## src/hdl/trmaf_pkg.sv

```systemverilog
// Shared constants, payload types and lane helpers for the trimmed moving average filter.
package trmaf_pkg;

   localparam int SAMPLE_W       = 12;
   localparam int SAMPLE_MAX     = 4095;
   localparam int CHAN_COUNT     = 5;
   localparam int WINDOW_LEN_DEF = 16;
   localparam int QUEUE_DEPTH    = 2;
   localparam int QUEUE_PTR_W    = $clog2(QUEUE_DEPTH);
   localparam int QUEUE_CNT_W    = $clog2(QUEUE_DEPTH + 1);
   localparam int DIV_STEP_W     = $clog2(SAMPLE_W);

   typedef logic [SAMPLE_W-1:0] sample_type;
   typedef sample_type [CHAN_COUNT-1:0] lanes_type;

   typedef struct packed {
      sample_type sample_gas_one;
      sample_type sample_gas_two;
      sample_type sample_therm_one;
      sample_type sample_therm_two;
      sample_type sample_supply;
   } req_payload_type;

   typedef struct packed {
      sample_type filtered_gas_one;
      sample_type filtered_gas_two;
      sample_type filtered_therm_one;
      sample_type filtered_therm_two;
      sample_type filtered_supply;
   } rsp_payload_type;

   function automatic lanes_type to_lanes(input req_payload_type req);
      lanes_type lanes;
      lanes[0] = req.sample_gas_one;
      lanes[1] = req.sample_gas_two;
      lanes[2] = req.sample_therm_one;
      lanes[3] = req.sample_therm_two;
      lanes[4] = req.sample_supply;
      return lanes;
   endfunction

   function automatic rsp_payload_type from_lanes(input lanes_type lanes);
      rsp_payload_type rsp;
      rsp.filtered_gas_one   = lanes[0];
      rsp.filtered_gas_two   = lanes[1];
      rsp.filtered_therm_one = lanes[2];
      rsp.filtered_therm_two = lanes[3];
      rsp.filtered_supply    = lanes[4];
      return rsp;
   endfunction

endpackage

```

## src/hdl/trmaf_ifs.sv

```systemverilog
// Valid/ready channel interfaces for sample requests and filtered responses.
interface trmaf_req_if import trmaf_pkg::*; ();
   logic            valid;
   logic            ready;
   req_payload_type data;

   modport source (output valid, output data, input ready);
   modport sink   (input valid, input data, output ready);
endinterface

interface trmaf_rsp_if import trmaf_pkg::*; ();
   logic            valid;
   logic            ready;
   rsp_payload_type data;

   modport source (output valid, output data, input ready);
   modport sink   (input valid, input data, output ready);
endinterface

```

## src/hdl/trimmed_moving_average_filter.sv

```systemverilog
// Top level of the five-channel trimmed moving average filter.
// A request passes the intake queue, the engine's idle accept, the window scan through the single
// RAM read port (one read per window slot), then net, multiply and response load steps. The engine
// takes a new request only once the previous result is loaded into the response register.
// Reset (synchronous, active high) clears control state; a fill count makes unwritten window
// slots read as zero, so no clearing pass is needed and requests are taken right after reset.
module trimmed_moving_average_filter import trmaf_pkg::*; #(
   parameter int WINDOW_LEN = WINDOW_LEN_DEF
) (
   input  logic        clock,
   input  logic        reset,
   trmaf_req_if.sink   req_chan,
   trmaf_rsp_if.source rsp_chan
);

   trmaf_req_if job_chan ();

   trmaf_front u_front (
      .clock    (clock),
      .reset    (reset),
      .req_chan (req_chan),
      .job_chan (job_chan.source)
   );

   trmaf_back #(
      .WINDOW_LEN (WINDOW_LEN)
   ) u_back (
      .clock    (clock),
      .reset    (reset),
      .job_chan (job_chan.sink),
      .rsp_chan (rsp_chan)
   );

endmodule

```

## src/hdl/trmaf_ram.sv

```systemverilog
// Generic single-write, single-read RAM with registered read data.
module trmaf_ram import trmaf_pkg::*; #(
   parameter int WIDTH = SAMPLE_W * CHAN_COUNT,
   parameter int DEPTH = WINDOW_LEN_DEF
) (
   input  logic                     clock,
   input  logic                     wr_en,
   input  logic [$clog2(DEPTH)-1:0] wr_addr,
   input  logic [WIDTH-1:0]         wr_data,
   input  logic                     rd_en,
   input  logic [$clog2(DEPTH)-1:0] rd_addr,
   output logic [WIDTH-1:0]         rd_data
);

   logic [WIDTH-1:0] mem_ff [DEPTH];
   logic [WIDTH-1:0] rd_data_ff;

   always_ff @(posedge clock) begin
      if (wr_en) begin
         mem_ff[wr_addr] <= wr_data;
      end
      if (rd_en) begin
         rd_data_ff <= mem_ff[rd_addr];
      end
   end

   assign rd_data = rd_data_ff;

endmodule

```

## src/hdl/trmaf_front.sv

```systemverilog
// Front end: request intake queue that decouples the input channel from the filter engine.
module trmaf_front import trmaf_pkg::*; (
   input  logic        clock,
   input  logic        reset,
   trmaf_req_if.sink   req_chan,
   trmaf_req_if.source job_chan
);

   req_payload_type        entry_ff [QUEUE_DEPTH];
   logic [QUEUE_PTR_W-1:0] wr_ptr_ff, wr_ptr_in;
   logic [QUEUE_PTR_W-1:0] rd_ptr_ff, rd_ptr_in;
   logic [QUEUE_CNT_W-1:0] count_ff, count_in;
   logic                   push, pop;

   assign req_chan.ready = (count_ff != QUEUE_CNT_W'(QUEUE_DEPTH));
   assign job_chan.valid = (count_ff != '0);
   assign job_chan.data  = entry_ff[rd_ptr_ff];

   assign push = req_chan.valid && req_chan.ready;
   assign pop  = job_chan.valid && job_chan.ready;

   always_comb begin
      wr_ptr_in = wr_ptr_ff;
      rd_ptr_in = rd_ptr_ff;
      count_in  = count_ff;
      if (push) begin
         wr_ptr_in = (wr_ptr_ff == QUEUE_PTR_W'(QUEUE_DEPTH - 1)) ? '0 : wr_ptr_ff + 1'b1;
      end
      if (pop) begin
         rd_ptr_in = (rd_ptr_ff == QUEUE_PTR_W'(QUEUE_DEPTH - 1)) ? '0 : rd_ptr_ff + 1'b1;
      end
      if (push && !pop) begin
         count_in = count_ff + 1'b1;
      end else if (pop && !push) begin
         count_in = count_ff - 1'b1;
      end
   end

   always_ff @(posedge clock) begin
      if (reset) begin
         wr_ptr_ff <= '0;
         rd_ptr_ff <= '0;
         count_ff  <= '0;
      end else begin
         wr_ptr_ff <= wr_ptr_in;
         rd_ptr_ff <= rd_ptr_in;
         count_ff  <= count_in;
      end
   end

   always_ff @(posedge clock) begin
      if (push) begin
         entry_ff[wr_ptr_ff] <= req_chan.data;
      end
   end

   assert property (@(posedge clock) disable iff (reset)
      (push && !pop) |=> (count_ff == $past(count_ff) + 1'b1))
      else $error("queue count did not advance on push");

   assert property (@(posedge clock) disable iff (reset)
      (count_ff <= QUEUE_CNT_W'(QUEUE_DEPTH)))
      else $error("queue count exceeds depth");

   assert property (@(posedge clock) disable iff (reset)
      (count_ff == '0) |-> (wr_ptr_ff == rd_ptr_ff))
      else $error("empty queue with mismatched pointers");

endmodule

```

## src/hdl/trmaf_back.sv

```systemverilog
// Back end: window write, sum/max/min scan over the window RAM, and reciprocal-multiply divide.
module trmaf_back import trmaf_pkg::*; #(
   parameter int WINDOW_LEN = WINDOW_LEN_DEF
) (
   input  logic        clock,
   input  logic        reset,
   trmaf_req_if.sink   job_chan,
   trmaf_rsp_if.source rsp_chan
);

   localparam int AW      = $clog2(WINDOW_LEN);
   localparam int CW      = $clog2(WINDOW_LEN + 1);
   localparam int SW      = $clog2(SAMPLE_MAX * WINDOW_LEN + 1);
   localparam int DIVISOR = WINDOW_LEN - 2;
   localparam int LW      = $clog2(DIVISOR);
   localparam int SHIFT   = SW + LW;
   localparam int MW      = SW + 1;
   localparam int PW      = SW + MW;
   localparam int QW      = SAMPLE_W;
   localparam int RAM_W   = SAMPLE_W * CHAN_COUNT;

   // ceil(2^SHIFT / DIVISOR) gives an exact quotient for every net below 2^SW
   localparam logic [MW-1:0] RECIP =
      MW'(((64'd1 << SHIFT) + 64'(DIVISOR) - 64'd1) / 64'(DIVISOR));

   localparam logic [2:0] ST_IDLE = 3'd0;
   localparam logic [2:0] ST_SCAN = 3'd1;
   localparam logic [2:0] ST_PREP = 3'd2;
   localparam logic [2:0] ST_DIV  = 3'd3;
   localparam logic [2:0] ST_DONE = 3'd4;

   logic [2:0]            state_ff, state_in;
   logic [AW-1:0]         slot_ff, slot_in;
   logic [CW-1:0]         fill_ff, fill_in;
   logic [CW-1:0]         cnt_ff, cnt_in;
   logic [AW-1:0]         rd_idx_ff, rd_idx_in;
   logic [SW-1:0]         sum_ff [CHAN_COUNT];
   logic [SW-1:0]         sum_in [CHAN_COUNT];
   lanes_type             hi_ff, hi_in;
   lanes_type             lo_ff, lo_in;
   logic [SW-1:0]         net_ff [CHAN_COUNT];
   logic [SW-1:0]         net_in [CHAN_COUNT];
   lanes_type             quo_ff, quo_in;
   logic                  rsp_valid_ff, rsp_valid_in;
   rsp_payload_type       rsp_data_ff, rsp_data_in;

   logic [SW-1:0]         net [CHAN_COUNT];
   logic [PW-1:0]         prod [CHAN_COUNT];
   lanes_type             scan_val;
   lanes_type             rd_lanes;
   logic [RAM_W-1:0]      rd_data;
   logic                  ram_rd_en;
   logic                  job_take;
   logic                  rsp_load;

   assign job_chan.ready = (state_ff == ST_IDLE);
   assign job_take       = job_chan.valid && job_chan.ready;
   assign ram_rd_en      = (state_ff == ST_SCAN) && (cnt_ff != CW'(WINDOW_LEN));
   assign rsp_load       = (state_ff == ST_DONE) && (!rsp_valid_ff || rsp_chan.ready);
   assign rd_lanes       = lanes_type'(rd_data);

   assign rsp_chan.valid = rsp_valid_ff;
   assign rsp_chan.data  = rsp_data_ff;

   trmaf_ram #(
      .WIDTH (RAM_W),
      .DEPTH (WINDOW_LEN)
   ) u_window_ram (
      .clock   (clock),
      .wr_en   (job_take),
      .wr_addr (slot_ff),
      .wr_data (RAM_W'(to_lanes(job_chan.data))),
      .rd_en   (ram_rd_en),
      .rd_addr (cnt_ff[AW-1:0]),
      .rd_data (rd_data)
   );

   // entries past the fill count were never written and read as zero
   always_comb begin
      for (int c = 0; c < CHAN_COUNT; c++) begin
         scan_val[c] = (CW'(rd_idx_ff) < fill_ff) ? rd_lanes[c] : '0;
         net[c]      = sum_ff[c] - SW'(hi_ff[c]) - SW'(lo_ff[c]);
         prod[c]     = PW'(net_ff[c]) * PW'(RECIP);
      end
   end

   always_comb begin
      state_in     = state_ff;
      slot_in      = slot_ff;
      fill_in      = fill_ff;
      cnt_in       = cnt_ff;
      rd_idx_in    = rd_idx_ff;
      sum_in       = sum_ff;
      hi_in        = hi_ff;
      lo_in        = lo_ff;
      net_in       = net_ff;
      quo_in       = quo_ff;
      rsp_valid_in = rsp_valid_ff && !rsp_chan.ready;
      rsp_data_in  = rsp_data_ff;
      case (state_ff)
         ST_IDLE: begin
            if (job_chan.valid) begin
               slot_in = (slot_ff == AW'(WINDOW_LEN - 1)) ? '0 : slot_ff + 1'b1;
               if (fill_ff != CW'(WINDOW_LEN)) begin
                  fill_in = fill_ff + 1'b1;
               end
               cnt_in   = '0;
               state_in = ST_SCAN;
            end
         end
         ST_SCAN: begin
            if (cnt_ff != '0) begin
               for (int c = 0; c < CHAN_COUNT; c++) begin
                  if (rd_idx_ff == '0) begin
                     sum_in[c] = SW'(scan_val[c]);
                     hi_in[c]  = scan_val[c];
                     lo_in[c]  = scan_val[c];
                  end else begin
                     sum_in[c] = sum_ff[c] + SW'(scan_val[c]);
                     if (scan_val[c] > hi_ff[c]) begin
                        hi_in[c] = scan_val[c];
                     end
                     if (scan_val[c] < lo_ff[c]) begin
                        lo_in[c] = scan_val[c];
                     end
                  end
               end
            end
            rd_idx_in = cnt_ff[AW-1:0];
            if (cnt_ff == CW'(WINDOW_LEN)) begin
               state_in = ST_PREP;
            end else begin
               cnt_in = cnt_ff + 1'b1;
            end
         end
         ST_PREP: begin
            net_in   = net;
            state_in = ST_DIV;
         end
         ST_DIV: begin
            // quotient fits 12 bits
            for (int c = 0; c < CHAN_COUNT; c++) begin
               quo_in[c] = prod[c][SHIFT +: QW];
            end
            state_in = ST_DONE;
         end
         ST_DONE: begin
            if (rsp_load) begin
               rsp_valid_in = 1'b1;
               rsp_data_in  = from_lanes(quo_ff);
               state_in     = ST_IDLE;
            end
         end
         default: begin
            state_in = ST_IDLE;
         end
      endcase
   end

   always_ff @(posedge clock) begin
      if (reset) begin
         state_ff     <= ST_IDLE;
         slot_ff      <= '0;
         fill_ff      <= '0;
         rsp_valid_ff <= 1'b0;
      end else begin
         state_ff     <= state_in;
         slot_ff      <= slot_in;
         fill_ff      <= fill_in;
         rsp_valid_ff <= rsp_valid_in;
      end
   end

   always_ff @(posedge clock) begin
      cnt_ff      <= cnt_in;
      rd_idx_ff   <= rd_idx_in;
      sum_ff      <= sum_in;
      hi_ff       <= hi_in;
      lo_ff       <= lo_in;
      net_ff      <= net_in;
      quo_ff      <= quo_in;
      rsp_data_ff <= rsp_data_in;
   end

   assert property (@(posedge clock) disable iff (reset)
      job_take |=> (state_ff == ST_SCAN) && (cnt_ff == '0))
      else $error("request taken without starting a window scan");

   assert property (@(posedge clock) disable iff (reset)
      (fill_ff <= CW'(WINDOW_LEN)) && (slot_ff <= AW'(WINDOW_LEN - 1)))
      else $error("fill count or write slot out of range");

   assert property (@(posedge clock) disable iff (reset)
      rsp_load |=> rsp_valid_ff && (state_ff == ST_IDLE))
      else $error("finished result not loaded into response register");

endmodule
```

## src/flat_wrapper.sv

```systemverilog
// flat-port wrapper written by rule: the top's interface ports become plain ports
module trimmed_moving_average_filter_flat import trmaf_pkg::*;
#(
   parameter int WINDOW_LEN = WINDOW_LEN_DEF
)
  (clock, reset, req_chan_valid, req_chan_data, req_chan_ready, rsp_chan_valid, rsp_chan_data, rsp_chan_ready);
  trmaf_req_if req_chan_i ();
  trmaf_rsp_if rsp_chan_i ();
  input  logic clock;
  input  logic reset;
  input wire logic [$bits(req_chan_i.valid)-1:0] req_chan_valid;
  input wire logic [$bits(req_chan_i.data)-1:0] req_chan_data;
  output wire logic [$bits(req_chan_i.ready)-1:0] req_chan_ready;
  output wire logic [$bits(rsp_chan_i.valid)-1:0] rsp_chan_valid;
  output wire logic [$bits(rsp_chan_i.data)-1:0] rsp_chan_data;
  input wire logic [$bits(rsp_chan_i.ready)-1:0] rsp_chan_ready;
  assign req_chan_i.valid = req_chan_valid;
  assign req_chan_i.data = req_chan_data;
  assign req_chan_ready = req_chan_i.ready;
  assign rsp_chan_valid = rsp_chan_i.valid;
  assign rsp_chan_data = rsp_chan_i.data;
  assign rsp_chan_i.ready = rsp_chan_ready;
  trimmed_moving_average_filter #(.WINDOW_LEN(WINDOW_LEN)) u_core (.clock(clock), .reset(reset), .req_chan(req_chan_i), .rsp_chan(rsp_chan_i));
endmodule
```

## config.mk

```make
export PLATFORM = sky130hd
export DESIGN_NAME = trimmed_moving_average_filter_flat
export DESIGN_NICKNAME = d
export VERILOG_FILES = /design/src/hdl/trmaf_pkg.sv /design/src/hdl/trmaf_ifs.sv /design/src/hdl/trimmed_moving_average_filter.sv /design/src/hdl/trmaf_ram.sv /design/src/hdl/trmaf_front.sv /design/src/hdl/trmaf_back.sv /design/src/flat_wrapper.sv
export SDC_FILE = /design/constraint.sdc
export NUM_CORES = 2
export LEC_CHECK = 0
export ABC_AREA = 0
export BUFFER_PORTS_ARGS = -buffer_cell sky130_fd_sc_hd__buf_4
export CORE_MARGIN = 2
export CORE_UTILIZATION = 35
export DETAILED_ROUTE_END_ITERATION = 6
export SETUP_SLACK_MARGIN = 0.05
export SLEW_MARGIN = 20
export SYNTH_ARGS = -nofsm -noshare
export SYNTH_HDL_FRONTEND = slang
export SYNTH_HIERARCHICAL = 1
export SYNTH_SLANG_ARGS = --single-unit
```

## constraint.sdc

```tcl
create_clock -name clock -period 5.95 [get_ports clock]
set_input_delay 0.595 -clock clock [delete_from_list [all_inputs] [get_ports clock]]
set_output_delay 0.595 -clock clock [all_outputs]
set_load 0.05 [all_outputs]
```

==> impl_metrics.yaml <==
worst_setup_path:
  critPathLaunchType: "register"
  slowest_delay_ps: 600
  crit_chain: "ha_4 -> fa_1 -> inv_1 -> fa_1 -> inv_1 -> fa_1 -> fa_1 -> inv_1 -> fa_1 -> ha_1 -> and4_1 -> nand3_1 -> a2111oi_0 -> or4_4 -> o21ai_4 -> a21oi_1 -> a2111o_1 -> a21oi_2 -> xnor2_1"
  critPathBufInv: 3
  worst_path_max_delay_cell: "or4_4"
  crit_fanout: 4
  cp.arrival_ps: 6180
  cp.required_ps: 6490
  crit_family: "adder cells"
  reg2reg_setup_slack_ps: 310
  path_common_cell: "fa_1"
  worst_setup_path_end_kind: "register"
  critPathKind: "reg -> reg"
yosys:
  async_flop_share_pct: 0
  ys_ff_latch: 1567
  yosysUniqueCellTypes: 77
  synth-main-ff-cell: "edfxtp_1"
  syn_area_um2: 82500
  synthXorXnorAreaFrac_pct: 2.10
  yosysWarningCount: 6
  synth_top_area_cell: "edfxtp_1"
  synthCells: 5427
  yosysSeqAreaShare_pct: 56.8
  syn_nets: 6625
  synth.avg_cell_area_um2: 15.2
  muxShareOfSynthArea_pct: 7.45
  synth-simple-area-share_pct: 4.41
  synth_top_family_by_area: "adder cells"
  synthAdderAreaFrac_pct: 19.8
  synth_top_area_share_pct: 56.4
  synth-compound-area-share_pct: 5.82
  synth_edf_count: 1549
  yosys-top-cells-area: "edfxtp_1 56%, ha_1 13%, fa_1 6.9%, mux4_2 6.6%, inv_1 2.9%"
clocking:
  clockBufferDepth: 3
  clkTransAtPathRegs_ps: 60
  numCtsBuffers: 167
  clkLatencyLatePin_ps: 810
  tritoncts: "yes"
  cts_root_buf: "clkbuf_16"
  cts_htree_levels: 4
  clock-sinks: 1567
sta:
  slew_headroom_pct: 22.3
  fin_crit_ps: 5640
  rsz0062_at_grt: "yes"
  setup_viol_count_final: 0
  max_freq_ghz: 0.177
  slew_violations: 0
  hold_viol: 0
  fin_crit_sh_pct: 94.8
  fin_skew_ps: 64.6
  setup_tns_ps: 0
  worstMarginPinSlew_ps: 1160
route:
  vias_per_cell: 4.95
  postRouteAntennaNets: 0
  vias: 44665
  drc: 0
  post_drt_wl_per_cell_um: 19.4
  drt_pass1_iterations: 5
  wl_um: 175000
  drt_iter0_markers: 3216
global_route:
  antenna_found_initial: 7
  grt_max_degree: 143
  grt_pass1_vias: 46722
  grt_overflow: 0
  grt_use_total_pct: 14.7
  grt_pass1_wl_um: 272000
place:
  dp_hpwl_um: 115000
  placed_area_um2: 87600
  gp_congestion: 0.837
  portBuffers: 125
final_layout:
  post-route-cell-area_um2: 93700
  nets: 6927
  fill_cells: 21532
  area_growth_pct: 13.6
  drive_above_1_share_pct: 13.9
floorplan:
  io_pins: 126
  die_x_um: 489
  core_um2: 235000
  row_count: 178
  initial_core_util_pct: 35.1
  die_area_um2: 240000
  die_h_um: 489
flow_run:
  maxCapViolCount: 0
worst_hold_path:
  hp-class: "in -> reg"
outcome:
  status: "complete, no violations"
## final cells by class
cell class	instances	area, um2	share of cell area, %
Clock inverter	105	1160	1.23
Inverter	636	2390	2.55
Multi-Input combinational cell	3106	32900	35.1
Timing Repair Buffer	251	2130	2.28
Clock buffer	198	4350	4.64
Sequential cell	1567	46900	50.0
Tap cell	3150	3940	4.21
Antenna cell	4	10.0	0.0107
## metal layers
metal  GRT usage (%)  vias up  wire length [um]
met5               0        -                 0
met3            2.54      193             10400
met1            20.7    22555             81000
li1                -    20928                 -
met2            23.7      989             80400
met4            3.42        0              3350
## state kept, by name, summed over array words and instances, names as in the netlist, 3 cells and up, named ones only
register	flops
u_core/u_back/cnt_ff	5
u_core/u_back/fill_ff	5
u_core/u_back/hi_ff	60
u_core/u_back/lo_ff	60
u_core/u_back/net_ff	80
u_core/u_back/quo_ff	60
u_core/u_back/rd_idx_ff	4
u_core/u_back/rsp_chan.data	60
u_core/u_back/slot_ff	4
u_core/u_back/state_ff	3
u_core/u_back/sum_ff	80
u_core/u_back/u_window_ram/mem_ff	960
u_core/u_back/u_window_ram/rd_data	60
u_core/u_front/entry_ff	120
## synth_stat cells, types with 9 or more instances
cell type,n
mux2_2,65
nand2b_1,35
clkbuf_1,64
nor2b_1,46
nor4_1,9
edfxtp_1,1549
ha_1,849
dfxtp_1,18
a21boi_0,11
buf_6,10
mux4_2,240
o21bai_1,11
and2_1,66
a211oi_1,14
or2_2,17
a22oi_1,120
a31o_2,10
fa_1,285
nand3_1,43
nor3_1,46
xnor2_1,108
o21a_1,39
xor2_1,90
inv_1,636
buf_2,26
nor2_1,200
nand4_1,46
nand2_1,152
and3_1,16
or3_1,26
a311oi_1,10
o21ai_0,109
a21o_1,90
buf_1,16
a21oi_1,222
a31oi_1,24
## per-stage QoR
step	hold WS [ps]	cells	setup slack [ps]	utilization (%)
finish	76.5	9017	310	39.9
global route	19.1	9014	46.3	39.9
CTS	11.8	9012	244	39.9
detailed placement	405	8650	243	37.3
global placement	402	8650	273	37.3
floorplan	400	5427	272	-
## cell families after synthesis
| family | after synthesis |
|---|---|
| muxes | 306 |
| DFF | 1567 |
| buffers and inverters | 754 |
| adders and majority gates | 1134 |
| AOI/OAI and AO/OA | 737 |
| and+or+nand+nor | 731 |
| xor gates and xnor gates | 198 |
## worst reg2reg max path, cell delays in order, from the launching register on
cell	delay, ps
edfxtp_1	480
ha_4	260
fa_1	500
inv_1	50
fa_1	380
inv_1	80
fa_1	450
fa_1	440
inv_1	80
fa_1	430
ha_1	340
and4_1	230
nand3_1	110
a2111oi_0	70
or4_4	600
o21ai_4	160
a21oi_1	80
a2111o_1	430
a21oi_2	160
xnor2_1	70
## cells in the final DEF (no fill, tap or decap), types with 13 or more instances in the layout
cell type and n:
clkinv_1 32, edfxtp_1 1549, or3_1 26, o21ai_0 109
inv_1 633, a31oi_1 24, and3_1 15, xor2_1 90
nand2b_1 35, nor3_1 42, bufinv_16 14, and2_1 64
or2_2 17, clkbuf_16 168, buf_4 184, clkbuf_1 27
nand2_1 152, nand4_1 46, nor2_1 186, dlygate4sd3_1 59
fa_1 285, a21oi_1 222, clkinv_2 32, mux4_2 240
a22oi_1 120, a211oi_1 13, nor2b_1 44, ha_1 848
nand3_1 43, o21a_1 39, dfxtp_1 17, a21o_1 90
mux2_2 65, nor2_4 14, xnor2_1 108
## what timing repair did
| action | in CTS | in global routing |
|---|---|---|
| hold buffers | 59 | 0 |
| setup buffers | 0 | 1 |
| gates resized for setup | 0 | 5 |
| endpoints found under the hold margin | 118 | 0 |
| setup endpoints to repair | 0 | 5 |
## path summary, 6_finish.rpt
path / start / endpoint / depth (start not counted)
worst max-delay path: u_core/u_back/net_ff[15]$_DFFE_PN_ / u_core/u_back/quo_ff[59]$_DFFE_PP_ / 19
worst min-delay path: req_chan_data[23] / u_core/u_front/entry_ff[1][23]$_DFFE_PP_ / 1
worst max register to register: u_core/u_back/net_ff[15]$_DFFE_PN_ / u_core/u_back/quo_ff[59]$_DFFE_PP_ / 19
worst min register to register: u_core/u_back/quo_ff[1]$_DFFE_PP_ / u_core/u_back/rsp_chan.data[49]$_DFFE_PP_ / 0
Power is left out: the tool's default activity adds up to more than one toggle a clock period on the data nets, which glitch-free logic cannot reach.
